### src/rtl/isl_pkg.sv
// Package for the interpolation segment locator.
// Holds the channel payload structs, codes, FSM states and controller links.
// No dependencies.
package isl_pkg;

    // Input transaction payload
    typedef struct packed {
        logic               opcode;
        logic [5:0]         point_index;
        logic signed [31:0] time_value;
        logic [47:0]        query_time;
    } in_item_t;

    // Result transaction payload
    typedef struct packed {
        logic [2:0]  status_code;
        logic        hit_valid;
        logic [5:0]  segment_index;
        logic [16:0] scale_q16;
    } out_item_t;

    // Opcodes
    localparam logic OP_LOAD  = 1'b0;
    localparam logic OP_QUERY = 1'b1;

    // Configuration register indexes
    localparam int unsigned CFG_IDX_W = 4;
    localparam logic [CFG_IDX_W-1:0] CFG_POINT_COUNT = 4'd0;
    localparam logic [CFG_IDX_W-1:0] CFG_START_TIME  = 4'd1;

    // Status codes
    localparam logic [2:0] ST_OK       = 3'd0;
    localparam logic [2:0] ST_FEW      = 3'd1;
    localparam logic [2:0] ST_BEFORE   = 3'd2;
    localparam logic [2:0] ST_AFTER    = 3'd3;
    localparam logic [2:0] ST_NOTFOUND = 3'd4;

    // Fixed-point constants
    localparam logic [16:0] Q16_HALF = 17'd32768;
    localparam logic [16:0] Q16_ONE  = 17'd65536;
    localparam logic [4:0]  DIV_LAST = 5'd16;

    // Controller states
    typedef enum logic [2:0] {
        S_IDLE,
        S_RD0,
        S_FIRST,
        S_LAST,
        S_WALK,
        S_DIV,
        S_DONE
    } state_t;

    // Commands from controller to datapath
    typedef struct packed {
        logic       load;
        logic       query;
        logic       rd_first;
        logic       rd_last;
        logic       walk_start;
        logic       walk_step;
        logic       div_start;
        logic       div_step;
        logic       set_status;
        logic [2:0] status_code;
        logic       res_load;
    } cmd_t;

    // Status from datapath to controller
    typedef struct packed {
        logic few;
        logic before_first;
        logic after;
        logic hit;
        logic zero_step;
        logic walk_end;
        logic div_last;
    } sts_t;

endpackage

### src/rtl/interpolation_segment_locator_top.sv
// Top level of the interpolation segment locator.
// Joins isl_ctrl and isl_datapath; depends on isl_pkg.
//
//  Channel  Signals                           Direction  Moves
//  in       in_valid/in_ready/in_data         sink       load or query transaction
//  out      out_valid/out_ready/out_data      source     one result per query
//  cfg      cfg_valid/cfg_ready/cfg_index/    sink       register write
//           cfg_data
//
// A load is written from the idle state. A query with fewer than two points goes
// straight to the done state; one out of range ends after the first or last knot
// compare; a hit walks the segments one knot per cycle over the single table read
// port and then runs the 17-step restoring divider (a zero-length segment skips it).
// Reset clears control state and config registers; the knot table is not cleared.
// A result waits in the output register; a stalled output holds the FSM in its
// final state, and config writes are taken in every cycle.
module interpolation_segment_locator_top
#(
    parameter int MAX_POINTS = 64
)
(
    input  logic                             clk,
    input  logic                             rst_n,
    input  logic                             in_valid,
    output logic                             in_ready,
    input  isl_pkg::in_item_t                in_data,
    output logic                             out_valid,
    input  logic                             out_ready,
    output isl_pkg::out_item_t               out_data,
    input  logic                             cfg_valid,
    output logic                             cfg_ready,
    input  logic [isl_pkg::CFG_IDX_W-1:0]    cfg_index,
    input  logic [47:0]                      cfg_data
);

    isl_pkg::cmd_t cmd;
    isl_pkg::sts_t sts;

    assign cfg_ready = 1'b1;

    isl_ctrl u_ctrl
    (
        .clk       (clk),
        .rst_n     (rst_n),
        .in_valid  (in_valid),
        .in_ready  (in_ready),
        .in_opcode (in_data.opcode),
        .out_valid (out_valid),
        .out_ready (out_ready),
        .sts       (sts),
        .cmd       (cmd)
    );

    isl_datapath
    #(
        .MAX_POINTS (MAX_POINTS)
    )
    u_datapath
    (
        .clk       (clk),
        .rst_n     (rst_n),
        .cmd       (cmd),
        .sts       (sts),
        .in_data   (in_data),
        .cfg_valid (cfg_valid),
        .cfg_index (cfg_index),
        .cfg_data  (cfg_data),
        .out_data  (out_data)
    );

    // Never overwrite a result that has not been taken
    a_no_overwrite: assert property (@(posedge clk) disable iff (!rst_n)
        cmd.res_load |-> (!out_valid || out_ready))
        else $error("result register overwritten while pending");

    // A query blocks the input until its result is produced
    a_query_blocks: assert property (@(posedge clk) disable iff (!rst_n)
        (in_valid && in_ready && in_data.opcode == isl_pkg::OP_QUERY) |=> !in_ready)
        else $error("input accepted during a query");

    // Hit flag tracks an ok status
    a_hit_flag: assert property (@(posedge clk) disable iff (!rst_n)
        out_valid |-> (out_data.hit_valid == (out_data.status_code == isl_pkg::ST_OK)))
        else $error("hit_valid disagrees with status");

    // Failed queries carry zero index and fraction; fraction stays in range
    a_fields: assert property (@(posedge clk) disable iff (!rst_n)
        out_valid |-> ((out_data.scale_q16 <= isl_pkg::Q16_ONE) &&
            (out_data.hit_valid ||
             (out_data.segment_index == 6'd0 && out_data.scale_q16 == 17'd0))))
        else $error("result fields out of range");

endmodule

### src/rtl/isl_ctrl.sv
// Controller FSM for the interpolation segment locator.
// Sequences table reads, the segment walk and the divider; owns the handshakes.
// Depends on isl_pkg.
module isl_ctrl
(
    input  logic           clk,
    input  logic           rst_n,
    input  logic           in_valid,
    output logic           in_ready,
    input  logic           in_opcode,
    output logic           out_valid,
    input  logic           out_ready,
    input  isl_pkg::sts_t  sts,
    output isl_pkg::cmd_t  cmd
);

    isl_pkg::state_t state_reg;
    isl_pkg::state_t state_next;
    logic            out_valid_reg;
    logic            out_valid_next;
    logic            out_free;

    assign out_free  = !out_valid_reg || out_ready;
    assign out_valid = out_valid_reg;

    // Next state
    always_comb
    begin
        state_next = state_reg;
        case (state_reg)
            isl_pkg::S_IDLE:
            begin
                if (in_valid && in_opcode == isl_pkg::OP_QUERY)
                begin
                    state_next = sts.few ? isl_pkg::S_DONE : isl_pkg::S_RD0;
                end
            end
            isl_pkg::S_RD0:
            begin
                state_next = isl_pkg::S_FIRST;
            end
            isl_pkg::S_FIRST:
            begin
                state_next = sts.before_first ? isl_pkg::S_DONE : isl_pkg::S_LAST;
            end
            isl_pkg::S_LAST:
            begin
                state_next = sts.after ? isl_pkg::S_DONE : isl_pkg::S_WALK;
            end
            isl_pkg::S_WALK:
            begin
                if (sts.hit)
                begin
                    state_next = sts.zero_step ? isl_pkg::S_DONE : isl_pkg::S_DIV;
                end
                else if (sts.walk_end)
                begin
                    state_next = isl_pkg::S_DONE;
                end
            end
            isl_pkg::S_DIV:
            begin
                if (sts.div_last)
                begin
                    state_next = isl_pkg::S_DONE;
                end
            end
            isl_pkg::S_DONE:
            begin
                if (out_free)
                begin
                    state_next = isl_pkg::S_IDLE;
                end
            end
            default:
            begin
                state_next = isl_pkg::S_IDLE;
            end
        endcase
    end

    // Outputs and datapath commands
    always_comb
    begin
        cmd      = '0;
        in_ready = 1'b0;
        case (state_reg)
            isl_pkg::S_IDLE:
            begin
                in_ready = 1'b1;
                if (in_valid)
                begin
                    if (in_opcode == isl_pkg::OP_LOAD)
                    begin
                        cmd.load = 1'b1;
                    end
                    else
                    begin
                        cmd.query = 1'b1;
                        if (sts.few)
                        begin
                            cmd.set_status  = 1'b1;
                            cmd.status_code = isl_pkg::ST_FEW;
                        end
                    end
                end
            end
            isl_pkg::S_RD0:
            begin
                cmd.rd_first = 1'b1;
            end
            isl_pkg::S_FIRST:
            begin
                if (sts.before_first)
                begin
                    cmd.set_status  = 1'b1;
                    cmd.status_code = isl_pkg::ST_BEFORE;
                end
                else
                begin
                    cmd.rd_last = 1'b1;
                end
            end
            isl_pkg::S_LAST:
            begin
                if (sts.after)
                begin
                    cmd.set_status  = 1'b1;
                    cmd.status_code = isl_pkg::ST_AFTER;
                end
                else
                begin
                    cmd.walk_start = 1'b1;
                end
            end
            isl_pkg::S_WALK:
            begin
                if (sts.hit)
                begin
                    cmd.div_start = 1'b1;
                    if (sts.zero_step)
                    begin
                        cmd.set_status  = 1'b1;
                        cmd.status_code = isl_pkg::ST_OK;
                    end
                end
                else if (sts.walk_end)
                begin
                    cmd.set_status  = 1'b1;
                    cmd.status_code = isl_pkg::ST_NOTFOUND;
                end
                else
                begin
                    cmd.walk_step = 1'b1;
                end
            end
            isl_pkg::S_DIV:
            begin
                cmd.div_step = 1'b1;
                if (sts.div_last)
                begin
                    cmd.set_status  = 1'b1;
                    cmd.status_code = isl_pkg::ST_OK;
                end
            end
            isl_pkg::S_DONE:
            begin
                cmd.res_load = out_free;
            end
            default:
            begin
                cmd = '0;
            end
        endcase
    end

    // Hold a result until the output transaction completes
    always_comb
    begin
        out_valid_next = out_valid_reg;
        if (out_ready)
        begin
            out_valid_next = 1'b0;
        end
        if (cmd.res_load)
        begin
            out_valid_next = 1'b1;
        end
    end

    always_ff @(posedge clk or negedge rst_n)
    begin
        if (!rst_n)
        begin
            state_reg     <= isl_pkg::S_IDLE;
            out_valid_reg <= 1'b0;
        end
        else
        begin
            state_reg     <= state_next;
            out_valid_reg <= out_valid_next;
        end
    end

endmodule

### src/rtl/isl_datapath.sv
// Datapath for the interpolation segment locator.
// Knot table memory, config registers, range compares, segment walk, divider.
// Depends on isl_pkg.
module isl_datapath
#(
    parameter int MAX_POINTS = 64
)
(
    input  logic                             clk,
    input  logic                             rst_n,
    input  isl_pkg::cmd_t                    cmd,
    output isl_pkg::sts_t                    sts,
    input  isl_pkg::in_item_t                in_data,
    input  logic                             cfg_valid,
    input  logic [isl_pkg::CFG_IDX_W-1:0]    cfg_index,
    input  logic [47:0]                      cfg_data,
    output isl_pkg::out_item_t               out_data
);

    localparam int AW = (MAX_POINTS > 1) ? $clog2(MAX_POINTS) : 1;
    localparam int NW = $clog2(MAX_POINTS + 1);
    localparam int CW = NW + 1;

    // Knot table and registered read port
    logic [31:0]        knot_mem [MAX_POINTS];
    logic [31:0]        rd_data_reg;
    logic               rd_en;
    logic [AW-1:0]      rd_addr;
    logic               wr_en;

    // Config registers
    logic [6:0]         point_count_reg;
    logic [47:0]        start_time_reg;

    // Query registers
    logic signed [48:0] t_reg;
    logic [31:0]        prev_reg;
    logic [AW-1:0]      seg_reg;
    logic [2:0]         status_reg;

    // Divider registers
    logic [33:0]        div_rem_reg;
    logic [33:0]        div_rem_next;
    logic [31:0]        div_den_reg;
    logic [16:0]        div_q_reg;
    logic [16:0]        div_q_next;
    logic [4:0]         div_cnt_reg;

    logic [NW-1:0]      n_eff;
    logic signed [48:0] cur_ext;
    logic signed [48:0] prev_ext;
    logic signed [48:0] t_calc;
    logic [CW-1:0]      seg_plus2;
    logic               div_ge;
    logic [33:0]        div_sub;
    logic               is_ok;

    // Clamp point count to the table depth
    always_comb
    begin
        if (int'(point_count_reg) > MAX_POINTS)
        begin
            n_eff = NW'(MAX_POINTS);
        end
        else
        begin
            n_eff = NW'(point_count_reg);
        end
    end

    assign cur_ext   = 49'(signed'(rd_data_reg));
    assign prev_ext  = 49'(signed'(prev_reg));
    assign t_calc    = $signed({1'b0, in_data.query_time}) - $signed({1'b0, start_time_reg});
    assign seg_plus2 = CW'(seg_reg) + CW'(2);

    // Status to controller
    always_comb
    begin
        sts              = '0;
        sts.few          = n_eff < NW'(2);
        sts.before_first = t_reg < cur_ext;
        sts.after        = t_reg > cur_ext;
        sts.hit          = (prev_ext <= t_reg) && (t_reg <= cur_ext);
        sts.zero_step    = rd_data_reg == prev_reg;
        sts.walk_end     = seg_plus2 >= CW'(n_eff);
        sts.div_last     = div_cnt_reg == isl_pkg::DIV_LAST;
    end

    // Select the table read address
    assign rd_en = cmd.rd_first || cmd.rd_last || cmd.walk_start || cmd.walk_step;
    always_comb
    begin
        if (cmd.rd_last)
        begin
            rd_addr = AW'(n_eff - NW'(1));
        end
        else if (cmd.walk_start)
        begin
            rd_addr = AW'(1);
        end
        else if (cmd.walk_step)
        begin
            rd_addr = AW'(seg_plus2);
        end
        else
        begin
            rd_addr = '0;
        end
    end

    // Drop loads to slots beyond the table
    assign wr_en = cmd.load && (int'(in_data.point_index) < MAX_POINTS);

    always_ff @(posedge clk)
    begin
        if (wr_en)
        begin
            knot_mem[AW'(in_data.point_index)] <= in_data.time_value;
        end
        if (rd_en)
        begin
            rd_data_reg <= knot_mem[rd_addr];
        end
    end

    // Config register writes
    always_ff @(posedge clk or negedge rst_n)
    begin
        if (!rst_n)
        begin
            point_count_reg <= '0;
            start_time_reg  <= '0;
        end
        else if (cfg_valid)
        begin
            if (cfg_index == isl_pkg::CFG_POINT_COUNT)
            begin
                point_count_reg <= cfg_data[6:0];
            end
            else if (cfg_index == isl_pkg::CFG_START_TIME)
            begin
                start_time_reg <= cfg_data;
            end
        end
    end

    // One restoring division step per cycle
    assign div_ge       = div_rem_reg >= {2'b00, div_den_reg};
    assign div_sub      = div_ge ? (div_rem_reg - {2'b00, div_den_reg}) : div_rem_reg;
    assign div_rem_next = {div_sub[32:0], 1'b0};
    assign div_q_next   = {div_q_reg[15:0], div_ge};

    // Query, walk and divider registers
    always_ff @(posedge clk)
    begin
        if (cmd.query)
        begin
            t_reg <= t_calc;
        end
        if (cmd.rd_last)
        begin
            prev_reg <= rd_data_reg;
        end
        if (cmd.walk_start)
        begin
            seg_reg <= '0;
        end
        if (cmd.walk_step)
        begin
            prev_reg <= rd_data_reg;
            seg_reg  <= seg_reg + AW'(1);
        end
        if (cmd.div_start)
        begin
            div_den_reg <= 32'(rd_data_reg - prev_reg);
            div_rem_reg <= {2'b00, 32'(t_reg - prev_ext)};
            div_cnt_reg <= '0;
            div_q_reg   <= sts.zero_step ? isl_pkg::Q16_HALF : '0;
        end
        if (cmd.div_step)
        begin
            div_rem_reg <= div_rem_next;
            div_q_reg   <= div_q_next;
            div_cnt_reg <= div_cnt_reg + 5'd1;
        end
        if (cmd.set_status)
        begin
            status_reg <= cmd.status_code;
        end
    end

    // Result register; failed queries carry zero index and fraction
    assign is_ok = status_reg == isl_pkg::ST_OK;

    always_ff @(posedge clk)
    begin
        if (cmd.res_load)
        begin
            out_data.status_code   <= status_reg;
            out_data.hit_valid     <= is_ok;
            out_data.segment_index <= is_ok ? 6'(seg_reg) : 6'd0;
            out_data.scale_q16     <= is_ok ? div_q_reg : 17'd0;
        end
    end

endmodule
### config.mk
export PLATFORM = sky130hd
export DESIGN_NAME = interpolation_segment_locator_top
export DESIGN_NICKNAME = d
export VERILOG_FILES = /design/src/rtl/isl_pkg.sv /design/src/rtl/interpolation_segment_locator_top.sv /design/src/rtl/isl_ctrl.sv /design/src/rtl/isl_datapath.sv
export SDC_FILE = /design/constraint.sdc
export NUM_CORES = 2
export LEC_CHECK = 0
export BUFFER_PORTS_ARGS = -buffer_cell sky130_fd_sc_hd__buf_2
export CAP_MARGIN = 20
export CORE_UTILIZATION = 55
export CTS_BUF_LIST = sky130_fd_sc_hd__clkbuf_8 sky130_fd_sc_hd__clkbuf_16
export DETAILED_ROUTE_END_ITERATION = 10
export PLACE_DENSITY = 0.78
export SLEW_MARGIN = 25
export SYNTH_ARGS = -nofsm -noshare
export SYNTH_HDL_FRONTEND = slang
export SYNTH_SLANG_ARGS = --single-unit
### constraint.sdc
create_clock -name clk -period 14.2 [get_ports clk]
set_clock_uncertainty 0.2 [all_clocks]
set_input_delay 0 -clock clk [delete_from_list [all_inputs] [get_ports clk]]
set_output_delay 0 -clock clk [all_outputs]
set_load 0.005 [all_outputs]
* Yosys cells after proc, flatten, opt, wreduce, memory -nomap -nowiden *
Memory sizes are Yosys's and may differ from the RTL's. A register that Yosys moved wholly into a read port is not among the register bits.
Cells that the tools add are included.

storage, ports and cells
  memories = 1
  RAM bits = 2048
  flip-flop bits (word level) = 264
  bits of input ports = 144
  output and inout port bits = 30
  logic and storage cells = 121

operators by class
  bitwise gates (word level) = 1
  magnitude comparators = 8
  $add $sub $neg = 8
  muxes and demuxes = 56
  reduce and logical (&&, ||, !) cells = 17
  equal/unequal tests = 13

memories
  memory               depth  bits a word  read ports  clocked after memory_dff  write ports  RTL line            text
  u_datapath.knot_mem  64     32           1           1                         1            isl_datapath.sv:25  logic [31:0] knot_mem [MAX_POINTS];

operators with widths
  cell                                       number
  2-to-1 mux 34 bit                          2
  2-to-1 mux 32 bit                          2
  subtractor 32 bit                          2
  greater-than comparator 49 x 32 -> 1 bit   1
  less-or-equal comparator 32 x 49 -> 1 bit  1
  less-or-equal comparator 49 x 32 -> 1 bit  1
  < comparator 49 x 32 -> 1 bit              1
  subtractor 48 x 48 -> 49 bit               1
  2-to-1 mux 4 bit                           9
  >= comparator 34 x 32 -> 1 bit             1
  2-to-1 mux 17 bit                          2
  2-to-1 mux 33 bit                          1
  subtractor 33 x 32 -> 33 bit               1
  == test 32 bit                             1
  2-to-1 mux 6 bit                           5
  2-to-1 mux 3 bit                           7
  one-hot mux 3 bit (7 select lines)         1
  one-hot mux 4 bit (5 select lines)         1
  2-to-1 mux 1 bit                           17
  2-to-1 mux 16 bit                          1
  2-to-1 mux 2 bit                           5
  2-to-1 mux 5 bit                           2
  == test 3 bit (second input constant)      3
  nonzero test 2 bit                         4
  24 further kinds                           31

* Depth between registers and ports, before layout *
  depth in word-level cells = 9
  mapped depth = 21
  gate-level depth less buffers = 17

* By module *
A second synthesis with hierarchy kept.

unflattened totals
  cell total of the unflattened synthesis = 8311
  area, all modules = 102549.6 um^2

modules (own cells, without submodules)
  module                             area an instance (um^2)  sequential area each (um^2)  cells each  instances
  isl_datapath                       102064.1                 69982.1                      8248        1
  isl_ctrl                           474.2                    100.1                        61          1
  interpolation_segment_locator_top  11.3                     0.0                          2           1

* Worst setup path after synthesis *
No wires, ideal clock.

  path type = register to register
  start = register u_datapath.prev_reg[31]
  end = register u_datapath.div_cnt_reg[0], enable pin
  buffers on the path = 1
  library setup time = 0.629 ns
  arrival time = 3.944 ns
  required time = 13.371 ns
  setup slack = 9.427 ns
  cell stages (with the launch flop) = 13
  cells stage by stage = edfxtp_1 -> ha_1 -> and4_1 -> and4_1 -> nand4_1 -> a2111o_1 -> and3_1 -> a21oi_1 -> or2_2 -> nor2_1 -> nand3_1 -> clkbuf_1 -> nand2_1

between the ends
  word-level cells in the longest chain between the ends = 5

RTL lines
  what                                       RTL line             text
  start, declared                            isl_datapath.sv:37   logic [31:0] prev_reg;
  start signal, assigned                     isl_datapath.sv:162  prev_reg <= rd_data_reg;
  start signal, assigned                     isl_datapath.sv:170  prev_reg <= rd_data_reg;
  less-or-equal comparator 32 x 49 -> 1 bit  isl_datapath.sv:83   sts.hit = (prev_ext <= t_reg) && (t_reg <= cur_ext);
  logical AND 1 bit                          isl_datapath.sv:83
  2-to-1 mux 1 bit                           isl_ctrl.sv:138      if (sts.hit)
  2-to-1 mux 2 bit                           isl_ctrl.sv:87       case (state_reg)
  nonzero test 2 bit (no source line)        n/a
  end signal, assigned                       isl_datapath.sv:184  div_cnt_reg <= div_cnt_reg + 5'd1;
  end, declared                              isl_datapath.sv:47   logic [4:0] div_cnt_reg;

Every way passes these cells.
A chain may end at the register's enable or synchronous reset.

* Worst setup path in the final report *
  start = register u_datapath.rd_data_reg[31], read port of u_datapath.knot_mem
  end = register u_datapath.rd_data_reg[11], read port of u_datapath.knot_mem, data pin

between the ends
  word-level cells in the longest chain between the ends = 7
  elaborated cells on any way between the ends = 16
  those cells by class = order compare (3); mux (9); reduce/logical (4)

RTL lines
  what                                       RTL line             text
  start, declared                            isl_datapath.sv:26   logic [31:0] rd_data_reg;
  less-or-equal comparator 49 x 32 -> 1 bit  isl_datapath.sv:83
  logical AND 1 bit                          isl_datapath.sv:83
  2-to-1 mux 1 bit                           isl_ctrl.sv:138
  2-to-1 mux 2 bit                           isl_ctrl.sv:87
  2-to-1 mux 6 bit                           isl_datapath.sv:101  else if (cmd.walk_step)
  2-to-1 mux 6 bit                           isl_datapath.sv:97   else if (cmd.walk_start)
  2-to-1 mux 6 bit                           isl_datapath.sv:93   if (cmd.rd_last)

Parallel ways exist; a longest one is shown, timed or not.

==> impl_metrics.json <==
{
  "drt_first_pass_iters": 8,
  "io_buffer_count": 172,
  "cp-startpoint": "u_datapath.rd_data_reg[31]",
  "fin_hold_ws_ns": 0.0345,
  "met2_length_um": 133000,
  "pin_count": 174,
  "multiInputGateArea_mm2": 0.0284,
  "drt_iter0_drc": 10500,
  "path_class": "flop to flop",
  "cp_slowest_cell": "nand4_1",
  "yosysWarnings": 0,
  "synth_top_family_by_area": "simple AND/OR/NAND/NOR gates",
  "ys_ff_latch": 2344,
  "cts-htree-levels": 4,
  "highest_layer": "met5",
  "filler_cell_count": 12400,
  "grt_max_degree": 191,
  "start_util": 0.555,
  "synth_xor_area_frac": 0.0118,
  "layout_setup_ws_ns": 6.07,
  "cts_tree": "done",
  "die_area_mm2": 0.185,
  "worstPathRequired_ns": 14.32,
  "path_clk_slew_ns": 0.06,
  "synthCells": 7379,
  "crit_top_cell": "buf_4",
  "numCtsBuffers": 219,
  "place_ws_ns": 6.34,
  "ctsLongestPathBuffers": 3,
  "finalHoldViolCount": 0,
  "cts_root_buf": "clkbuf_16",
  "ant_nets": 0,
  "routed_via_density": 6.56,
  "grt_pass1_wl_um": 426000,
  "crit_fanout": 64,
  "antenna_found_initial": 14,
  "slew_viol_final": 0,
  "worstSetupEndpointType": "flop",
  "max_cap_violations": 0,
  "cts_resized": 0,
  "leakagePower_nw": 41.5,
  "synth_mux_area_frac": 0.0380,
  "overflow": 0,
  "cp-start-kind": "flop",
  "rrSetupSlack_ns": 6.07,
  "drt-met1-wl_um": 105000,
  "final_nets": 8193,
  "worstReg2RegStart": "u_datapath.rd_data_reg[31]",
  "worstPathArrival_ns": 8.25,
  "drive_above_1_share": 0.101,
  "regArea_mm2": 0.0701,
  "grt.total_usage": 0.313,
  "vias": 67900,
  "synth_fa_ha_area_frac": 0.0321,
  "period_needed_ns": 8.13,
  "syn_area_mm2": 0.101,
  "slowest_delay_ns": 0.80,
  "die_x_um": 430,
  "synthArstFlopShare": 0.0252,
  "grt_pass1_vias": 65400,
  "yosys.area.top_type": "edfxtp_1",
  "clock_sinks": 2344,
  "drt-total-wl_um": 295000,
  "clock_latency_ns": 0.90,
  "relSlewSlack": 0.226,
  "num_rows": 156,
  "worstMarginPinSlew_ns": 1.16,
  "ys_top_cells_by_area": "edfxtp_1, nand2_1, mux2i_1",
  "syn_area_per_cell_um2": 13.6,
  "ys_types": 88,
  "hpwl_um": 162000,
  "synthFlopType": "edfxtp_1",
  "rr_worst_depth": 17,
  "synth_compound_area_frac": 0.0933,
  "synthSimpleGateAreaFrac": 0.100,
  "core_mm2": 0.181,
  "finalCritPeriodShare": 0.573,
  "synth_edf_count": 2284,
  "setup_tns_ns": 0,
  "syn-num-nets": 7779,
  "syn_to_final_growth_pct": 13.5,
  "fmax_mhz": 123,
  "min_path_type": "input port to flop",
  "peakVddDrop_v": 0.000188,
  "synth_top_area_frac": 0.681,
  "design_area_mm2": 0.114,
  "largest_register_ff_count": 2048,
  "ys_seq_area_frac": 0.696,
  "wire_per_inst_um": 28.5,
  "status": "finished, final reports clean",
  "postPlaceCellArea_mm2": 0.104,
  "setup_viol": 0,
  "crit_path_cell_trace": "inv_1 -> ha_1 -> and3_1 -> a22o_1 -> o21ai_0 -> nand3_1 -> a221oi_2 -> a21bo_2 -> a31oi_4 -> a22oi_2 -> buf_4 -> buf_4 -> buf_4 -> and3_1 -> a211oi_1 -> a31oi_1 -> nand4_1",
  "drc": 0,
  "p_per_area_mw_per_mm2": 198,
  "place_congestion": 0.950,
  "r2r_end": "u_datapath.rd_data_reg[11]",
  "cp-endpoint": "u_datapath.rd_data_reg[11]",
  "fp.dieH_um": 430,
  "wl_met3_um": 37700,
  "rsz0062_at_grt": "no"
}
-- layout by cell type, fill, tap and decap left out, drive strengths merged, types with 31 or more instances in the layout --
cell and count:
a21o 63, edfxtp 2284, dlygate4sd3 294, nor2b 31, nor3 32, a31oi 99
mux2 55, nor2 187, and2 42, inv 309, buf 310, and4 32
a211oi 224, a22oi 165, xnor2 85, mux2i 320, clkinv 94, xor2 51
a21oi 451, nand4 65, a32oi 79, ha 252, and3 179, nand2 1189
clkbuf 225, a221oi 62, o21ai 97, dfrtp 59, nand3 366
-- per-stage QoR --
step	util	total power, mW	cells
4_1_cts	0.630	22.4	10300
3_3_place_gp	0.575	16.4	9647
3_5_place_dp	0.576	16.6	9648
5_1_grt	0.631	23.5	10300
6_report	0.631	22.6	10400
2_1_floorplan	-	14.2	7379
-- what timing repair did --
action | 4_1_cts | 5_1_grt
hold buffers | 294 | 0
endpoints found under the hold margin | 2346 | 0
buffers inserted | 0 | 0
-- worst max-delay path, delay by kind of cell, from the launching register on --
kind	cells	cell delay (ns)
flip-flops	1	0.42
adder cells (fa/ha/maj)	1	0.36
AND/OR/NAND/NOR	4	1.43
AO/OA/AOI/OAI	8	2.57
buffers and inverters	4	2.48
-- layer usage --
layer,track usage,up-vias
li1,-,28800
met1,0.413,33100
met2,0.477,4964
met3,0.0765,1054
met4,0.177,4
met5,0,-
-- how the worst min path moves through the flow --
stage                     slack, ns                      endpoint        start  cells after the start
after detailed placement       0.03  u_datapath.start_time_reg[9]        rst_n                      2
after global placement         0.02  u_datapath.start_time_reg[9]        rst_n                      2
after floorplan               -0.50              u_ctrl.out_valid        rst_n                      0
after global routing           0.03    u_datapath.knot_mem[36][0]  in_data[48]                      2
after CTS                     0.009          u_datapath.t_reg[45]  in_data[45]                      4
final                          0.03    u_datapath.knot_mem[36][0]  in_data[48]                      2
-- Yosys cell counts, types with 42 or more instances --
library cell and n:
edfxtp_1 2284, nand2_1 1188, a21oi_1 449, nand3_1 366, mux2i_1 320, ha_1 252
inv_1 244, a211oi_1 203, nor2_1 187, clkbuf_1 180, and3_1 179, a22oi_1 163
buf_2 127, a31oi_1 98, o21ai_0 95, xnor2_1 85, a32oi_1 79, nand4_1 65
a21o_1 63, a221oi_1 61, dfrtp_1 59, mux2_2 55, xor2_1 51, buf_4 45
buf_1 44, and2_1 42
-- kinds of logic (layout without fill, tap and decap cells) --
family                   Yosys count  count (layout)
flip-flops                      2344            2344
buffers and inverters            656            1251
multiplexers                     375             375
adder cells (fa/ha/maj)          256             256
AO/OA/AOI/OAI                   1392            1392
XOR/XNOR                         136             136
other                              1              10
AND/OR/NAND/NOR                 2219            2219
-- where the power goes --
group	switching [mW]	total, mW	internal (mW)
sequential	0.279	8.43	8.15
clock	2.59	5.66	3.07
combinational	5.63	8.52	2.89
total	8.50	22.6	14.1
-- layout make-up --
type                       instances  share of cell area
clock buffer                     225              0.0490
multi-input combinational       4379               0.248
clock inverter                   177              0.0116
timing repair buffer             604              0.0440
antenna                            9            0.000197
tap                             2370              0.0259
inverter                         245             0.00804
sequential                      2344               0.613
Note: power is estimated with default switching activity, not from simulation.
